**config.mk**
```make
export PLATFORM = sky130hd
export DESIGN_NAME = serial_frame_receiver
export DESIGN_NICKNAME = d
export VERILOG_FILES = /design/src/hdl/sfr_pkg.sv /design/src/hdl/sfr_crc_byte.sv /design/src/hdl/sfr_engine.sv /design/src/hdl/serial_frame_receiver.sv
export SDC_FILE = /design/constraint.sdc
export NUM_CORES = 1
export LEC_CHECK = 0
export BUFFER_PORTS_ARGS = -buffer_cell sky130_fd_sc_hd__buf_4
export CAP_MARGIN = 20
export CORE_MARGIN = 4
export CORE_UTILIZATION = 55
export CTS_CLUSTER_SIZE = 40
export DETAILED_ROUTE_END_ITERATION = 16
export PLACE_DENSITY = 0.79
export SLEW_MARGIN = 20
export SYNTH_ARGS = -nofsm -noshare
export SYNTH_HDL_FRONTEND = slang
export SYNTH_SLANG_ARGS = --single-unit
```
**constraint.sdc**
```tcl
create_clock -name clk -period 6.7 [get_ports clk]
set_input_delay 1.34 -clock clk [delete_from_list [all_inputs] [get_ports clk]]
set_output_delay 1.34 -clock clk [all_outputs]
set_load 0.02 [all_outputs]
```
**src/hdl/sfr_pkg.sv**
```systemverilog
// ----------------------------------------------------------------------------
// sfr_pkg: shared types and codes of the serial frame receiver
// Command, event and register codes, reset values and the result word type.
// ----------------------------------------------------------------------------
`default_nettype none

package sfr_pkg;

  // Input commands
  localparam logic [1:0] CMD_BYTE     = 2'd0;
  localparam logic [1:0] CMD_TICK     = 2'd1;
  localparam logic [1:0] CMD_ACK_READ = 2'd2;
  localparam logic [1:0] CMD_NONE     = 2'd3;

  // Event kinds reported on the result channel
  localparam logic [3:0] EV_PAYLOAD  = 4'd0;
  localparam logic [3:0] EV_OK       = 4'd1;
  localparam logic [3:0] EV_CRC_ERR  = 4'd2;
  localparam logic [3:0] EV_ACK      = 4'd3;
  localparam logic [3:0] EV_SPURIOUS = 4'd4;
  localparam logic [3:0] EV_LOST     = 4'd5;
  localparam logic [3:0] EV_BUSY     = 4'd6;
  localparam logic [3:0] EV_IDLE     = 4'd7;
  localparam logic [3:0] EV_ACK_READ = 4'd8;

  // Configuration register indexes
  localparam logic REG_CRC_POLY   = 1'b0;
  localparam logic REG_IDLE_LIMIT = 1'b1;

  // Reset values and line codes
  localparam logic [15:0] CRC_POLY_RESET   = 16'h1021;
  localparam logic [7:0]  IDLE_LIMIT_RESET = 8'd3;
  localparam logic [7:0]  BYTE_ACK         = 8'h06;
  localparam logic [7:0]  BYTE_START_MIN   = 8'h01;
  localparam logic [7:0]  BYTE_START_MAX   = 8'h04;
  localparam int          COUNTER_WIDTH_DEFAULT = 16;

  typedef struct packed {
    logic [3:0]  kind;
    logic [7:0]  data;
    logic [1:0]  prio;
    logic [7:0]  acks;
    logic [15:0] crc_err;
    logic [15:0] spurious;
    logic [15:0] lost;
  } result_t;

endpackage

`default_nettype wire

```
**src/hdl/sfr_crc_byte.sv**
```systemverilog
// ----------------------------------------------------------------------------
// sfr_crc_byte: one-byte CRC-16 update
// Folds one byte into an MSB-first CRC-16 with a programmable polynomial.
// ----------------------------------------------------------------------------
`default_nettype none

module sfr_crc_byte (
  input  wire logic [15:0] crc_in,
  input  wire logic [7:0]  data,
  input  wire logic [15:0] poly,
  output logic      [15:0] crc_out
);

  always_comb begin
    logic [15:0] c;
    c = crc_in ^ {data, 8'h00};
    for (int i = 0; i < 8; i++) begin
      if (c[15]) begin
        c = {c[14:0], 1'b0} ^ poly;
      end else begin
        c = {c[14:0], 1'b0};
      end
    end
    crc_out = c;
  end

endmodule

`default_nettype wire

```
**src/hdl/sfr_engine.sv**
```systemverilog
// ----------------------------------------------------------------------------
// sfr_engine: frame parser state and event generation
// Holds the receive phase, length, CRC and counters, and forms a result
// word for every processed input word that raises an event.
// ----------------------------------------------------------------------------
`default_nettype none

module sfr_engine #(
  parameter int COUNTER_WIDTH = sfr_pkg::COUNTER_WIDTH_DEFAULT
) (
  input  wire logic        clk,
  input  wire logic        rst,
  input  wire logic        step,
  input  wire logic [1:0]  cmd,
  input  wire logic [7:0]  byte_value,
  input  wire logic [15:0] crc_poly,
  input  wire logic [7:0]  idle_limit,
  output logic             emit,
  output sfr_pkg::result_t result
);

  localparam logic [2:0] PH_IDLE = 3'd0;
  localparam logic [2:0] PH_LEN  = 3'd1;
  localparam logic [2:0] PH_LEN2 = 3'd2;
  localparam logic [2:0] PH_DATA = 3'd3;
  localparam logic [2:0] PH_CRC1 = 3'd4;
  localparam logic [2:0] PH_CRC2 = 3'd5;

  localparam logic [COUNTER_WIDTH-1:0] CNT_MAX = {COUNTER_WIDTH{1'b1}};

  logic [2:0]               phase, phase_next;
  logic [14:0]              remaining, remaining_next;
  logic [15:0]              crc, crc_next;
  logic [7:0]               idle_ticks, idle_ticks_next;
  logic [1:0]               prio, prio_next;
  logic [7:0]               acks, acks_next;
  logic [COUNTER_WIDTH-1:0] bad_crc, bad_crc_next;
  logic [COUNTER_WIDTH-1:0] spurious, spurious_next;
  logic [COUNTER_WIDTH-1:0] lost, lost_next;

  logic [15:0] crc_folded;
  logic [15:0] crc_remainder;
  logic [8:0]  tick_count;
  logic [3:0]  kind;
  logic [7:0]  res_data;
  logic [7:0]  res_acks;

  sfr_crc_byte u_crc (
    .crc_in  (crc),
    .data    (byte_value),
    .poly    (crc_poly),
    .crc_out (crc_folded)
  );

  assign crc_remainder = crc ^ {8'h00, byte_value};
  assign tick_count    = {1'b0, idle_ticks} + 9'd1;

  always_comb begin
    phase_next      = phase;
    remaining_next  = remaining;
    crc_next        = crc;
    idle_ticks_next = idle_ticks;
    prio_next       = prio;
    acks_next       = acks;
    bad_crc_next    = bad_crc;
    spurious_next   = spurious;
    lost_next       = lost;
    emit            = 1'b0;
    kind            = sfr_pkg::EV_PAYLOAD;
    res_data        = 8'h00;
    res_acks        = acks;

    unique case (cmd)
      sfr_pkg::CMD_BYTE: begin
        idle_ticks_next = 8'd0;
        unique case (phase)
          PH_LEN: begin
            if (byte_value[7]) begin
              remaining_next = {byte_value[6:0], 8'h00};
              phase_next     = PH_LEN2;
            end else begin
              remaining_next = {7'd0, byte_value};
              phase_next     = (byte_value != 8'h00) ? PH_DATA : PH_CRC1;
            end
          end
          PH_LEN2: begin
            remaining_next = {remaining[14:8], byte_value};
            phase_next = ({remaining[14:8], byte_value} != 15'd0) ? PH_DATA : PH_CRC1;
          end
          PH_DATA: begin
            crc_next = crc_folded;
            if (remaining <= 15'd1) begin
              remaining_next = 15'd0;
              phase_next     = PH_CRC1;
            end else begin
              remaining_next = remaining - 15'd1;
            end
            emit     = 1'b1;
            kind     = sfr_pkg::EV_PAYLOAD;
            res_data = byte_value;
          end
          PH_CRC1: begin
            crc_next   = crc ^ {byte_value, 8'h00};
            phase_next = PH_CRC2;
          end
          PH_CRC2: begin
            emit = 1'b1;
            if (crc_remainder != 16'h0000) begin
              kind         = sfr_pkg::EV_CRC_ERR;
              bad_crc_next = (bad_crc == CNT_MAX) ? bad_crc : bad_crc + 1'b1;
            end else begin
              kind = sfr_pkg::EV_OK;
            end
            crc_next   = 16'h0000;
            phase_next = PH_IDLE;
          end
          default: begin
            // Idle, and the unused phase codes, which behave as idle.
            phase_next = PH_IDLE;
            if (byte_value == sfr_pkg::BYTE_ACK) begin
              acks_next = (acks == 8'hFF) ? acks : acks + 8'd1;
              res_acks  = acks_next;
              emit      = 1'b1;
              kind      = sfr_pkg::EV_ACK;
            end else if (byte_value >= sfr_pkg::BYTE_START_MIN &&
                         byte_value <= sfr_pkg::BYTE_START_MAX) begin
              prio_next  = 2'(byte_value - 8'd1);
              crc_next   = 16'h0000;
              phase_next = PH_LEN;
            end else begin
              spurious_next = (spurious == CNT_MAX) ? spurious : spurious + 1'b1;
              emit          = 1'b1;
              kind          = sfr_pkg::EV_SPURIOUS;
            end
          end
        endcase
      end
      sfr_pkg::CMD_TICK: begin
        emit = 1'b1;
        if (phase != PH_IDLE) begin
          if (tick_count > {1'b0, idle_limit}) begin
            idle_ticks_next = 8'd0;
            lost_next       = (lost == CNT_MAX) ? lost : lost + 1'b1;
            phase_next      = PH_IDLE;
            crc_next        = 16'h0000;
            remaining_next  = 15'd0;
            kind            = sfr_pkg::EV_LOST;
          end else begin
            idle_ticks_next = tick_count[7:0];
            kind            = sfr_pkg::EV_BUSY;
          end
        end else begin
          idle_ticks_next = 8'd0;
          kind            = sfr_pkg::EV_IDLE;
        end
      end
      sfr_pkg::CMD_ACK_READ: begin
        acks_next = 8'd0;
        emit      = 1'b1;
        kind      = sfr_pkg::EV_ACK_READ;
        res_acks  = acks;
      end
      sfr_pkg::CMD_NONE: begin
        emit = 1'b0;
      end
    endcase
  end

  always_comb begin
    result.kind     = kind;
    result.data     = res_data;
    result.prio     = prio_next;
    result.acks     = res_acks;
    result.crc_err  = 16'(bad_crc_next);
    result.spurious = 16'(spurious_next);
    result.lost     = 16'(lost_next);
  end

  always_ff @(posedge clk) begin
    if (rst) begin
      phase      <= PH_IDLE;
      remaining  <= 15'd0;
      crc        <= 16'h0000;
      idle_ticks <= 8'd0;
      prio       <= 2'd0;
      acks       <= 8'd0;
      bad_crc    <= '0;
      spurious   <= '0;
      lost       <= '0;
    end else if (step) begin
      phase      <= phase_next;
      remaining  <= remaining_next;
      crc        <= crc_next;
      idle_ticks <= idle_ticks_next;
      prio       <= prio_next;
      acks       <= acks_next;
      bad_crc    <= bad_crc_next;
      spurious   <= spurious_next;
      lost       <= lost_next;
    end
  end

endmodule

`default_nettype wire

```
**src/hdl/serial_frame_receiver.sv**
```systemverilog
// ----------------------------------------------------------------------------
// serial_frame_receiver: length-prefixed serial frame receiver with CRC-16
// Parses a received byte stream into acknowledges, framed payload and
// CRC-checked frame ends, with an idle-tick timeout and saturating counters.
//
//   channel | direction | handshake            | payload
//   --------+-----------+----------------------+--------------------------------
//   in      | input     | in_valid / in_ready  | cmd, byte_value
//   out     | output    | out_valid / out_ready| event_kind .. lost_count
//   cfg     | input     | cfg_valid / cfg_ready| cfg_index, cfg_data
//
// Every word is captured in the input register, parsed in one pass through
// the frame engine and the byte-wide CRC, and its event, if it has one, is
// written into the result register.
// Sustained rate is one word per cycle while out_ready stays high.
// A stalled result holds the result register; the input register then fills
// and in_ready drops until the result is taken.
// Reset clears the parser state, the counters and both valid flags, and loads
// the default polynomial and idle limit. The configuration port never stalls.
// ----------------------------------------------------------------------------
`default_nettype none

module serial_frame_receiver #(
  parameter int COUNTER_WIDTH = sfr_pkg::COUNTER_WIDTH_DEFAULT
) (
  input  wire logic        clk,
  input  wire logic        rst,
  // Input word channel
  input  wire logic        in_valid,
  output logic             in_ready,
  input  wire logic [1:0]  cmd,
  input  wire logic [7:0]  byte_value,
  // Result word channel
  output logic             out_valid,
  input  wire logic        out_ready,
  output logic [3:0]       event_kind,
  output logic [7:0]       data_byte,
  output logic [1:0]       frame_priority,
  output logic [7:0]       ack_count,
  output logic [15:0]      crc_error_count,
  output logic [15:0]      spurious_count,
  output logic [15:0]      lost_count,
  // Configuration channel
  input  wire logic        cfg_valid,
  output logic             cfg_ready,
  input  wire logic        cfg_index,
  input  wire logic [15:0] cfg_data
);

  // Configuration registers.
  logic [15:0] crc_poly;
  logic [7:0]  idle_limit;

  // Input register holding the word under work.
  logic        in_full;
  logic [1:0]  in_cmd;
  logic [7:0]  in_byte;

  // Result register.
  logic             res_full;
  sfr_pkg::result_t res;

  logic             advance;
  logic             emit;
  sfr_pkg::result_t engine_result;

  // The held word moves on whenever the result register is free or is being
  // emptied in this same cycle. Words that produce no event still wait for
  // that, which keeps the ordering simple.
  assign advance  = in_full && (!res_full || out_ready);
  assign in_ready = !in_full || advance;
  assign cfg_ready = 1'b1;

  always_ff @(posedge clk) begin
    if (rst) begin
      crc_poly   <= sfr_pkg::CRC_POLY_RESET;
      idle_limit <= sfr_pkg::IDLE_LIMIT_RESET;
    end else if (cfg_valid) begin
      unique case (cfg_index)
        sfr_pkg::REG_CRC_POLY:   crc_poly   <= cfg_data;
        sfr_pkg::REG_IDLE_LIMIT: idle_limit <= cfg_data[7:0];
      endcase
    end
  end

  always_ff @(posedge clk) begin
    if (rst) begin
      in_full <= 1'b0;
    end else if (in_valid && in_ready) begin
      in_full <= 1'b1;
    end else if (advance) begin
      in_full <= 1'b0;
    end
  end

  always_ff @(posedge clk) begin
    if (in_valid && in_ready) begin
      in_cmd  <= cmd;
      in_byte <= byte_value;
    end
  end

  sfr_engine #(
    .COUNTER_WIDTH (COUNTER_WIDTH)
  ) u_engine (
    .clk        (clk),
    .rst        (rst),
    .step       (advance),
    .cmd        (in_cmd),
    .byte_value (in_byte),
    .crc_poly   (crc_poly),
    .idle_limit (idle_limit),
    .emit       (emit),
    .result     (engine_result)
  );

  always_ff @(posedge clk) begin
    if (rst) begin
      res_full <= 1'b0;
    end else if (advance && emit) begin
      res_full <= 1'b1;
    end else if (out_ready) begin
      res_full <= 1'b0;
    end
  end

  always_ff @(posedge clk) begin
    if (advance && emit) begin
      res <= engine_result;
    end
  end

  assign out_valid       = res_full;
  assign event_kind      = res.kind;
  assign data_byte       = res.data;
  assign frame_priority  = res.prio;
  assign ack_count       = res.acks;
  assign crc_error_count = res.crc_err;
  assign spurious_count  = res.spurious;
  assign lost_count      = res.lost;

`ifndef SYNTH
  // Input side stalls only behind a full, blocked result register.
  assert property (@(posedge clk) disable iff (rst)
    !in_ready |-> (in_full && res_full && !out_ready))
    else $error("in_ready low without a blocked result");

  // A processed word with an event always shows up on the result channel.
  assert property (@(posedge clk) disable iff (rst)
    (advance && emit) |=> res_full)
    else $error("event lost between engine and result register");

  // A held word is never dropped without being processed.
  assert property (@(posedge clk) disable iff (rst)
    (in_full && !advance) |=> in_full)
    else $error("held input word dropped");

  // Only payload events carry a data byte.
  assert property (@(posedge clk) disable iff (rst)
    (res_full && event_kind != sfr_pkg::EV_PAYLOAD) |-> (data_byte == 8'h00))
    else $error("data byte set on a non-payload event");
`endif

endmodule

`default_nettype wire

```
; ---- Word level (Yosys, flattened, before mapping)
; Cells that the tools add are included.
[word_totals]
regBits = 206
latch_bits = 0
ramBits = 0
mem_bits_ro = 0
wordCells = 169
n_memories = 0
[op_classes]
addsub = 7
multipliers = 0
div = 0
n_lt_le_gt_ge = 4
eq_ne = 22
shifts = 0
n_mux = 70
bitwise_logic = 11
reduce_logical = 32
[ops]
columns = cell, count
row1 = 16-bit two-way mux, 25
row2 = 16-bit XOR, 9
row3 = 16-bit one-hot mux with 4 select lines, 1
row4 = 15-bit two-way mux, 4
row5 = "16-bit by 1-bit adder with 16-bit output, second input constant", 3
row6 = "16-bit == test, second input constant", 3
row7 = 8-bit two-way mux, 6
row8 = 15-bit one-hot mux with 3 select lines, 1
row9 = 16-bit one-hot mux with 2 select lines, 1
row10 = 8-bit one-hot mux with 2 select lines, 2
row11 = 15-bit one-hot mux with 2 select lines, 1
row12 = 3-bit two-way mux, 8
row13 = 16-bit nonzero test, 1
row14 = 16-bit by 8-bit XOR with 16-bit output, 1
row15 = "15-bit by 1-bit <= comparator with 1-bit output, second input constant", 1
row16 = 3-bit one-hot mux with 5 select lines, 1
row17 = 15-bit nonzero test, 1
row18 = "15-bit by 1-bit subtractor with 15-bit output, second input constant", 1
row19 = 2-bit two-way mux, 7
row20 = 4-bit one-hot mux with 3 select lines, 1
row21 = 2-bit AND reduction, 5
row22 = 5-bit AND reduction, 2
row23 = "8-bit by 1-bit adder with 9-bit output, second input constant", 1
row24 = 9-bit by 8-bit greater-than comparator with 1-bit output, 1
row25 = 38 further kinds, 59

; ---- Depth between registers and ports, before layout
; Gate-level depths: netlist (run 1).
[depth]
ltp_word = 19
ltp_mapped = 17

; ---- By module
; From an unflattened synthesis (run 1), not the netlist that was laid out.
[unflattened]
cells_unflattened = 1506
area_unflattened_um2 = 13625.6
[by_module_without_submodules]
columns = module, n_inst, cells_each, area_per_inst_um2, seq_area_each_um2
row1 = sfr_engine, 1, 928, 7179.4, 2001.9
row2 = serial_frame_receiver, 1, 195, 3548.4, 2922.8
row3 = sfr_crc_byte, 1, 383, 2897.8, 0.0

; ---- Worst setup path before layout (run 1)
; OpenSTA, ideal clock, no wires.
[synth_path]
kind = input to register
start = input out_ready
end = register res (netlist bit ack_count[0]) (enable)
setup_ns = 0.542
t_arrival_ns = 5.769
setup_slack_ns = 0.389
path_stages = 7
path_buffers = 2
cell_sequence = inv_1 nand2_1 and2_1 clkbuf_1 clkbuf_1 o21ai_0 a31oi_1
[synth_via]
elab_chain_len = 3
[synth_rtl]
columns = element, line_no
row1 = "start, declared", serial_frame_receiver.sv:35  ; input wire logic out_ready,
row2 = 1-bit logical OR, serial_frame_receiver.sv:70  ; assign advance = in_full && (!res_full || out_ready);
row3 = 1-bit logical AND, serial_frame_receiver.sv:70
row4 = 1-bit logical AND, serial_frame_receiver.sv:128  ; if (advance && emit) begin
row5 = "end signal, assigned", serial_frame_receiver.sv:129  ; res <= engine_result;
row6 = "end, declared", serial_frame_receiver.sv:61  ; sfr_pkg::result_t res;
; Every way passes these cells.
; A chain may end at the register's enable or synchronous reset.

; ---- Worst setup path after layout (run 1)
[layout_path]
start = register in_byte[6]
end = register u_engine.crc[15]
[layout_via]
elab_chain_len = 18
elab_cells_between_ends = 25
[layout_rtl]
columns = element, line_no
row1 = "start, declared", serial_frame_receiver.sv:57  ; logic [7:0] in_byte;
row2 = "start signal, assigned", serial_frame_receiver.sv:99  ; in_byte <= byte_value;
row3 = 16-bit XOR, sfr_crc_byte.sv:16  ; c = crc_in ^ {data, 8'h00};
row4 = 16-bit XOR, sfr_crc_byte.sv:19  ; c = {c[14:0], 1'b0} ^ poly;
row5 = 16-bit two-way mux (2 in a row), sfr_crc_byte.sv:18  ; if (c[15]) begin
row6 = 16-bit XOR, sfr_crc_byte.sv:19
row7 = 16-bit two-way mux, sfr_crc_byte.sv:18
row8 = 16-bit XOR, sfr_crc_byte.sv:19
row9 = 16-bit two-way mux, sfr_crc_byte.sv:18
row10 = 16-bit XOR, sfr_crc_byte.sv:19
row11 = 16-bit two-way mux, sfr_crc_byte.sv:18
row12 = 16-bit XOR, sfr_crc_byte.sv:19
row13 = 16-bit two-way mux, sfr_crc_byte.sv:18
row14 = 16-bit XOR, sfr_crc_byte.sv:19
row15 = 16-bit two-way mux, sfr_crc_byte.sv:18
row16 = 16-bit XOR, sfr_crc_byte.sv:19
row17 = 16-bit two-way mux, sfr_crc_byte.sv:18
row18 = 16-bit one-hot mux with 4 select lines, sfr_engine.sv:76  ; unique case (phase)
row19 = 16-bit one-hot mux with 2 select lines, sfr_engine.sv:73  ; unique case (cmd)
row20 = "end signal, assigned", sfr_engine.sv:193  ; crc <= crc_next;
row21 = "end, declared", sfr_engine.sv:33  ; logic [15:0] crc, crc_next;
; Parallel ways exist; a longest one is shown, timed or not.

==> results of run 1 <==
cell type report:
cell class | count | area [sq um] | area share
clock buffers | 30 | 612 | 0.0446
clock inverters | 12 | 105 | 0.00766
inverters | 32 | 120 | 0.00876
multi-input cells | 1124 | 6760 | 0.493
flip-flops and latches | 206 | 4920 | 0.359
well taps | 280 | 350 | 0.0255
repair buffers | 112 | 841 | 0.0613
synthesized netlist by cell type (4+ instances only):
cell,n,area (sq um)
nor2_1,146,548
o21ai_1,10,50.1
o31ai_1,4,30.0
nand3_1,52,260
xor2_1,72,631
mux2i_1,5,50.1
o221ai_1,10,87.6
a21oi_1,88,440
nor3_1,45,225
o22ai_1,4,25.0
nand2b_1,8,50.1
a211oi_1,4,30.0
nor4_1,14,87.6
mux2_2,6,67.6
a22oi_1,25,188
buf_2,9,45.0
dfxtp_1,126,2520
buf_1,7,26.3
ha_1,24,300
nand3b_1,8,60.1
o21a_1,9,67.6
xnor2_1,151,1320
nand2_1,280,1050
and2_1,14,87.6
and3_1,18,113
or4_1,6,45.0
a31oi_1,6,37.5
nor2b_1,10,62.6
o21ai_0,38,190
clkbuf_1,71,267
nand4_1,19,119
inv_1,32,120
edfxtp_1,80,2400
buf_4,4,30.0
or3_1,6,37.5
flip-flops by register name, indices dropped and copies added (netlist names):
name and cells:
crc_error_count 16, crc_poly 16, lost_count 16, spurious_count 16, u_engine.bad_crc 16, u_engine.crc 16, u_engine.lost 16, u_engine.spurious 16
u_engine.remaining 15, ack_count 8, data_byte 8, idle_limit 8, in_byte 8, u_engine.acks 8, u_engine.idle_ticks 8, event_kind 4
u_engine.phase 3, frame_priority 2, in_cmd 2, u_engine.prio 2, in_full 1, out_valid 1
power groups by stage:
stage               Combinational [mW]  Sequential [mW]  Clock (mW)
CTS                              0.514             1.38        1.23
global placement                 0.502             1.40           0
finish                           0.517             1.38        1.21
global route                     0.561             1.38        1.29
floorplan                        0.387             1.41           0
detailed placement               0.509             1.40           0
cell families (layout without fill, tap and decap cells):
logic type / after synthesis / after routing / share of synthesized area
compound gates: 226 / 226 / 0.117
fa+ha+maj: 24 / 24 / 0.0247
simple gates: 632 / 632 / 0.230
buf+inv: 124 / 186 / 0.0411
flops: 206 / 206 / 0.405
other cells: 1 / 1 / 0.000308
mux: 11 / 11 / 0.00967
xor+xnor: 230 / 230 / 0.172
through the flow:
stage | instances | area [sq um] | hold WS, ps | setup slack [ps] | utilization
finish | 1796 | 13700 | 458 | 1600 | 0.630
global route | 1796 | 13700 | 471 | 1200 | 0.630
CTS | 1796 | 13700 | 459 | 1730 | 0.630
detailed placement | 1754 | 13000 | 450 | 1750 | 0.597
global placement | 1754 | 13000 | 445 | 1840 | 0.597
floorplan | 1454 | 12200 | 436 | 389 | -
worst paths after layout:
check	startpoint	to	slack [ps]	cells after the start
setup / recovery	in_byte[6]$_DFFE_PP_	u_engine.crc[15]$_SDFFE_PP0P_	1600	13
hold / removal	u_engine.prio[1]$_SDFFE_PP0P_	u_engine.prio[1]$_SDFFE_PP0P_	460	2
setup reg to reg	in_byte[6]$_DFFE_PP_	u_engine.crc[15]$_SDFFE_PP0P_	1600	13
hold reg to reg	u_engine.prio[1]$_SDFFE_PP0P_	u_engine.prio[1]$_SDFFE_PP0P_	460	2
layer usage:
metal / wire (microns) / vias up
met2: 13700 / 377
met3: 2380 / 42
met1: 12700 / 4784
met4: 433 / 0
met5: 0 / -
li1: - / 5046
critical path: stages (launching register included):
cell and delay [ps]:
edfxtp_1 540, xor2_1 790, nand2_1 250, a311o_1 430, o211a_1 270, a211oi_4 400, xnor2_1 210, a32oi_4 520
xor2_1 220, a221oi_2 110, xnor2_2 690, nand2_1 150, xnor2_1 250, o221ai_1 130
==> results.cfg, run 1 <==
[synthesis]
synth_edf_count = 80
synth.distinct_cells = 66
ys_seq_elements = 206
synth_warnings = 0
synthCells = 1454
ys_seq_area_frac = 0.405
ys_async_sr_fraction = 0
avgSynthCellArea_sq_um = 8.36
syn-num-nets = 1510
synth_flop_cell = dfxtp_1
syn-cell-area_sq_mm = 0.0122

[die]
ios = 105
die-area_sq_mm = 0.0246
die_y_microns = 157
dieWidth_microns = 157
core_area_sq_mm = 0.0218
row_count = 54
start_util = 0.559

[power_and_ir_drop]
pwr-share-clk = 0.390
sequentialPowerShare = 0.444
cellPowerDensity_mw_per_mm2 = 227
pwr-share-comb = 0.166
vdd_drop_max_mv = 0.211
leakagePower_nw = 4.99
switching_share = 0.279
p_int_mw = 2.24
switchingPower_mw = 0.867
total_power_mw = 3.11

[sta]
fmax_mhz = 196
rsz0062_at_grt = false
finalCritPeriodShare = 0.761
final_hold_viol_count = 0
maxSlewViolCount = 0
max-slew-margin-rel = 0.284
finalCriticalPeriod_ps = 5100
setup_tns_ps = 0
skew_ps = 5.61
worst_slew_pin_slew_ps = 1070
finalSetupViolations = 0

[setup_path]
critPathMaxFanout = 16
worstPathArrival_ps = 5480
critPathCaptureType = flop
startpoint_type = flop
worstSetupPathType = reg -> reg
cp.required_ps = 7080

[clocking]
holdBufCountCts = 0
clock_path_buffers = 3
cts_sinks = 206
clock_tree.root_cell = clkbuf_16
htree_levels = 1
cts_resized = 0
cts_tree = yes
clk_pin_slew_worst_paths_ps = 60
cts_buffers = 23
clkLatencyLatePin_ps = 520
post_cts_buffers = 0

[place]
hpwlAfterDp_mm = 19.8
io_buffers = 103
gp_congestion = 0.889

[route]
firstDrtPassIters = 6
wl_mm = 29.2
viasPerCell = 5.71
drc = 0
ant_nets = 0
drt_iter0_markers = 1054
wl_per_cell_microns = 16.3
vias = 10249

[global_route]
grt_pass1_vias = 9687
gr-total-overflow = 0
grt.met3_usage = 0.0462
grt_use_met2 = 0.379
grt_pass1_wl_mm = 48.1
groute.usage.overall = 0.233
globalRoute.busiestLayer = met2
antenna_found_initial = 0
use_met1 = 0.324
grt_max_degree = 66

[layout]
syn_to_final_growth_pct = 12.8
drive_gt1_frac = 0.109
final_nets = 1555
fill_cells = 1824
n_antenna_cell = 0
layout_common_cells = nand2_1 (280), xnor2_1 (150), nor2_1 (146)
final_common_cell = nand2_1

[outcome]
outcome = completed

[hold_path]
hp-class = reg -> reg

[job]
max-cap-violations = 0
Power figures use the tool's default switching activity.
==> inputs of run 2 (changes only) <==
--- a/config.mk
+++ b/config.mk
@@ -11,7 +11,7 @@
 export CORE_UTILIZATION = 55
 export CTS_CLUSTER_SIZE = 40
 export DETAILED_ROUTE_END_ITERATION = 16
-export PLACE_DENSITY = 0.79
+export PLACE_DENSITY = 0.76
 export SLEW_MARGIN = 20
 export SYNTH_ARGS = -nofsm -noshare
 export SYNTH_HDL_FRONTEND = slang
==> constraint.sdc (replaced) <==
create_clock -name clk -period 4.8 [get_ports clk]
set_input_delay 0.96 -clock clk [delete_from_list [all_inputs] [get_ports clk]]
set_output_delay 0.96 -clock clk [all_outputs]
set_load 0.02 [all_outputs]
==> results.cfg, run 2 (synthesis gave the netlist of run 1 again) <==
[setup_path]
worstPathArrival_ps = 4460
reg2reg_depth = 15
slowest_delay_ps = 460
cp.required_ps = 5180
crit_end = u_engine.crc[14]$_SDFFE_PP0P_
startpoint = in_byte[7]$_DFFE_PP_
startpoint_type = flop
critPathMaxFanout = 16
worstSetupPathType = reg -> reg
reg2reg_slack_ps = 720
reg2reg_from = in_byte[7]$_DFFE_PP_
critPathCaptureType = flop
path_cells = buf_4 > xnor2_4 > xnor2_2 > or4_1 > and3_4 > a211oi_4 > xnor2_1 > a32oi_4 > xor2_1 > a221oi_2 > xnor2_2 > buf_4 > nand2_1 > xnor2_1 > o221ai_1
crit-reg2reg-capture = u_engine.crc[14]$_SDFFE_PP0P_
crit_slowest_cell = or4_1

[global_route]
grt_pass1_wl_mm = 48.4
antenna_found_initial = 0
groute.usage.overall = 0.236
grt_max_degree = 69
gr-total-overflow = 0
grt_pass1_vias = 9601

[route]
ant_nets = 0
vias = 10277
firstDrtPassIters = 5
drc = 0
wl_mm = 29.5
drt_iter0_markers = 747
wl_per_cell_microns = 16.3
viasPerCell = 5.67

[sta]
rsz0062_at_grt = false
skew_ps = 13.4
maxSlewViolCount = 0
finalCritPeriodShare = 0.850
setup_tns_ps = 0
finalSetupViolations = 0
max-slew-margin-rel = 0.258
fmax_mhz = 245
final_hold_viol_count = 0
finalCriticalPeriod_ps = 4080
worst_slew_pin_slew_ps = 1110

[layout]
final_area_sq_mm = 0.0139
layout_common_cells = nand2_1 (280), xnor2_1 (151), nor2_1 (146)
drive_gt1_frac = 0.122
final_nets = 1573
fill_cells = 1848
syn_to_final_growth_pct = 14.7
final_common_cell = nand2_1
n_antenna_cell = 0

[clocking]
clock_path_buffers = 3
clk_pin_slew_worst_paths_ps = 60
clock_tree.root_cell = clkbuf_16
cts_buffers = 23
cts_tree = yes
cts_resized = 0
holdBufCountCts = 0
clkLatencyLatePin_ps = 530
htree_levels = 1
post_cts_buffers = 0
cts_sinks = 206

[place]
io_buffers = 103
placed_area_sq_mm = 0.0131
hpwlAfterDp_mm = 20.1
gp_congestion = 0.910

[die]
die_y_microns = 157
dieWidth_microns = 157
row_count = 54
ios = 105
start_util = 0.559
core_area_sq_mm = 0.0218
die-area_sq_mm = 0.0246

[power_and_ir_drop]
cellPowerDensity_mw_per_mm2 = 328
vdd_drop_max_mv = 0.262
leakagePower_nw = 5.11

[hold_path]
hp-class = reg -> reg

[job]
max-cap-violations = 0

[outcome]
outcome = completed
-- run 2: changes by cell type in the layout (fill, tap and decap cells not counted) --
cell / before / now
bufinv_16: 1 / 3
clkbuf_1: 6 / 4
clkinv_4: 1 / 2
xnor2_2: 4 / 3
xnor2_1: 150 / 151
buf_4: 112 / 130
clkinv_2: 4 / 0
clkinvlp_4: 2 / 3
clkbuf_8: 1 / 4
clkbuf_16: 23 / 24
clkinv_1: 3 / 1
-- run 2: worst min path at each step --
| stage | cells after the start | start | slack [ps] | end |
|---|---|---|---|---|
| detailed placement | 2 | idle_limit[3]$_SDFFE_PP0P_ | 450 | idle_limit[3]$_SDFFE_PP0P_ |
| floorplan | 2 | idle_limit[2]$_SDFFE_PP0P_ | 440 | idle_limit[2]$_SDFFE_PP0P_ |
| CTS | 2 | idle_limit[4]$_SDFFE_PP0P_ | 460 | idle_limit[4]$_SDFFE_PP0P_ |
| global placement | 2 | idle_limit[3]$_SDFFE_PP0P_ | 440 | idle_limit[3]$_SDFFE_PP0P_ |
| finish | 2 | idle_limit[4]$_SDFFE_PP0P_ | 460 | idle_limit[4]$_SDFFE_PP0P_ |
| global route | 2 | idle_limit[2]$_SDFFE_PP0P_ | 480 | idle_limit[2]$_SDFFE_PP0P_ |
-- run 2: power breakdown --
part	total (mW)	internal, mW	switching, mW
logic	0.761	0.320	0.441
clock network	1.91	1.15	0.757
registers	1.91	1.87	0.0438
total	4.58	3.33	1.24
-- run 2: worst max-delay path: cells and delay by family, from the launching register on --
kind                      cells  cell delay [ps]
AOI/OAI and AO/OA             4             1160
xor gates and xnor gates      6             1140
buffers and inverters         2              440
DFF                           1              410
and+or+nand+nor               3              770
-- run 2: layer usage --
| metal | global-route usage | vias to the layer above | routed length, microns |
|---|---|---|---|
| met4 | 0.0554 | 0 | 434 |
| li1 | - | 5092 | - |
| met5 | 0 | - | 0 |
| met2 | 0.381 | 335 | 13700 |
| met1 | 0.336 | 4810 | 13300 |
| met3 | 0.0376 | 40 | 2080 |
-- run 2: final cells by class --
type,instances,area (sq um),share of cell area
tap,280,350,0.0251
clock inverter,10,154,0.0110
clock buffer,32,671,0.0481
sequential,206,4920,0.353
multi-input combinational,1124,6750,0.484
inverter,32,120,0.00861
timing repair buffer,130,976,0.0700
-- run 2: through the flow --
stage               worst slack [ps]  power (mW)  cells   util  hold WS [ps]
floorplan                        335        2.50   1454      -           436
global placement                 895        2.69   1772  0.603           445
detailed placement               776        2.70   1772  0.603           454
CTS                              759        4.60   1814  0.641           464
global route                     495        4.75   1814  0.641           485
finish                           722        4.58   1814  0.641           461
==> inputs of run 3 (changes only) <==
--- a/config.mk
+++ b/config.mk
@@ -11,7 +11,7 @@
 export CORE_UTILIZATION = 55
 export CTS_CLUSTER_SIZE = 40
 export DETAILED_ROUTE_END_ITERATION = 16
-export PLACE_DENSITY = 0.76
+export PLACE_DENSITY = 0.79
 export SLEW_MARGIN = 20
 export SYNTH_ARGS = -nofsm -noshare
 export SYNTH_HDL_FRONTEND = slang
==> constraint.sdc (replaced) <==
create_clock -name clk -period 3.3 [get_ports clk]
set_input_delay 0.66 -clock clk [delete_from_list [all_inputs] [get_ports clk]]
set_output_delay 0.66 -clock clk [all_outputs]
set_load 0.02 [all_outputs]
==> results.cfg, run 3 (synthesis gave the netlist of run 1 again) <==
[sta]
setup_tns_ps = -5600
rsz0062_at_grt = true
skew_ps = 20.7
layout_setup_ws_ps = -408
finalCriticalPeriod_ps = 3710
max-slew-margin-rel = 0.345
final_hold_viol_count = 0
finalCritPeriodShare = 1.12
finalSetupViolations = 16
worst_slew_pin_slew_ps = 980
fmax_mhz = 270
maxSlewViolCount = 0

[place]
gp_congestion = 0.913
hpwlAfterDp_mm = 21.8
io_buffers = 103
place_inst = 1861

[global_route]
grt_use_met2 = 0.406
groute.usage.overall = 0.248
use_met1 = 0.342
globalRoute.busiestLayer = met2
grt_max_degree = 59
grt.met3_usage = 0.0420
antenna_found_initial = 0
gr-total-overflow = 0
grt_pass1_wl_mm = 51.0
grt_pass1_vias = 10474

[route]
wl_mm = 31.1
viasPerCell = 5.67
wl_per_cell_microns = 16.3
ant_nets = 0
drt_iter0_markers = 786
drc = 0
vias = 10839
firstDrtPassIters = 5

[clocking]
clock_tree.root_cell = clkbuf_16
htree_levels = 1
cts_buffers = 23
cts_tree = yes
clkLatencyLatePin_ps = 530
clock_path_buffers = 3
cts_sinks = 206
clk_pin_slew_worst_paths_ps = 60
holdBufCountCts = 0

[setup_path]
critPathMaxFanout = 16
cp.required_ps = 3690
slowest_delay_ps = 450
worstSetupPathType = reg -> reg
reg2reg_depth = 15
critPathCaptureType = flop
crit-reg2reg-capture = u_engine.crc[8]$_SDFFE_PP0P_
path_cells = buf_6 > xnor2_4 > xnor2_2 > or4_4 > and3_4 > a211oi_4 > xnor2_2 > a32oi_4 > xor2_1 > a221oi_2 > xnor2_2 > buf_12 > nand2_1 > xnor2_1 > o221ai_1
worstPathArrival_ps = 4100
reg2reg_slack_ps = -410
crit_top_cell = xnor2_2
crit_slowest_cell = edfxtp_1
startpoint_type = flop
reg2reg_from = in_byte[7]$_DFFE_PP_

[outcome]
violations = negative setup slack
outcome = finished, violations left

[die]
dieWidth_microns = 157
core_area_sq_mm = 0.0218
die-area_sq_mm = 0.0246
ios = 105
die_y_microns = 157
start_util = 0.559
row_count = 54

[hold_path]
hp-start = cmd[1]
hp-class = in -> reg
hold_end = in_cmd[1]$_DFFE_PP_
holdPathStages = 1

[layout]
final_nets = 1669
drive_gt1_frac = 0.188
n_antenna_cell = 0
syn_to_final_growth_pct = 22.5
final_cells = 1910
final_common_cell = nand2_1
layout_common_cells = nand2_1 (278), buf_4 (217), nor2_1 (143), xnor2_1 (143), dfxtp_1 (126)

[job]
max-cap-violations = 0

[power_and_ir_drop]
vdd_drop_max_mv = 0.403
leakagePower_nw = 5.69
cellPowerDensity_mw_per_mm2 = 453
run 3: cell types whose count changed in the layout (fill, tap and decap cells not counted), moves of 3 or more:
cell        change
buf_6           +3
nor2_1          -3
buf_12          +6
o21ai_0         -3
clkinv_2        +5
xnor2_2         +7
buf_4          +87
clkinvlp_4      -3
o21ai_1         +3
xnor2_1         -8
run 3: where the power goes:
group	leakage (nW)	total [mW]	internal, mW	switching, mW
combinational	3.56	1.33	0.627	0.704
clock	0.395	2.65	1.61	1.04
sequential	1.73	2.77	2.71	0.0558
run 3: final cells by class:
class / count / area [sq um]
Clock buffer: 33 / 686
Tap cell: 280 / 350
Timing Repair Buffer: 226 / 1780
Inverter: 32 / 120
Clock inverter: 9 / 109
Sequential cell: 206 / 4920
Multi-Input combinational cell: 1124 / 6930
Fill cell: 1722 / 6860
run 3: per-layer routing:
layer | part of all wire | wire [microns]
met5 | 0 | 0
met3 | 0.071 | 2210
met2 | 0.47 | 14600
met4 | 0.025 | 792
met1 | 0.43 | 13500
run 3: how the worst max path moves through the flow:
| stage | from | to | slack [ps] | depth (start not counted) |
|---|---|---|---|---|
| 2_1_floorplan | in_byte[7]$_DFFE_PP_ | u_engine.crc[14]$_SDFFE_PP0P_ | -340 | 15 |
| 3_3_place_gp | in_byte[7]$_DFFE_PP_ | u_engine.crc[13]$_SDFFE_PP0P_ | -280 | 15 |
| 3_5_place_dp | in_byte[7]$_DFFE_PP_ | u_engine.crc[10]$_SDFFE_PP0P_ | -430 | 17 |
| 4_1_cts | in_byte[7]$_DFFE_PP_ | u_engine.crc[9]$_SDFFE_PP0P_ | -360 | 15 |
| 5_1_grt | in_byte[7]$_DFFE_PP_ | u_engine.crc[15]$_SDFFE_PP0P_ | -570 | 15 |
| 6_report | in_byte[7]$_DFFE_PP_ | u_engine.crc[8]$_SDFFE_PP0P_ | -410 | 15 |
run 3: stage by stage:
stage	hold slack, ps	util	setup WS [ps]	area, sq um	total power [mW]
global route	283	0.685	-565	14900	7.01
CTS	279	0.677	-359	14700	6.75
floorplan	436	-	-344	12200	3.64
global placement	443	0.638	-279	13900	4.05
finish	303	0.685	-408	14900	6.75
detailed placement	452	0.638	-430	13900	4.08
run 3: worst max-delay path, delay by kind of cell, from the launching register on:
kind	cells	cell delay (ps)
AO/OA/AOI/OAI	4	980
XOR/XNOR	6	1110
flip-flops	1	450
buffers and inverters	2	340
AND/OR/NAND/NOR	3	710
run 3: repair_timing:
item	CTS	global route
buffers inserted	3	4
endpoints found under the hold margin	0	0
endpoints found under the setup margin	16	60
pin swaps	7	8
gates resized for setup	6	30
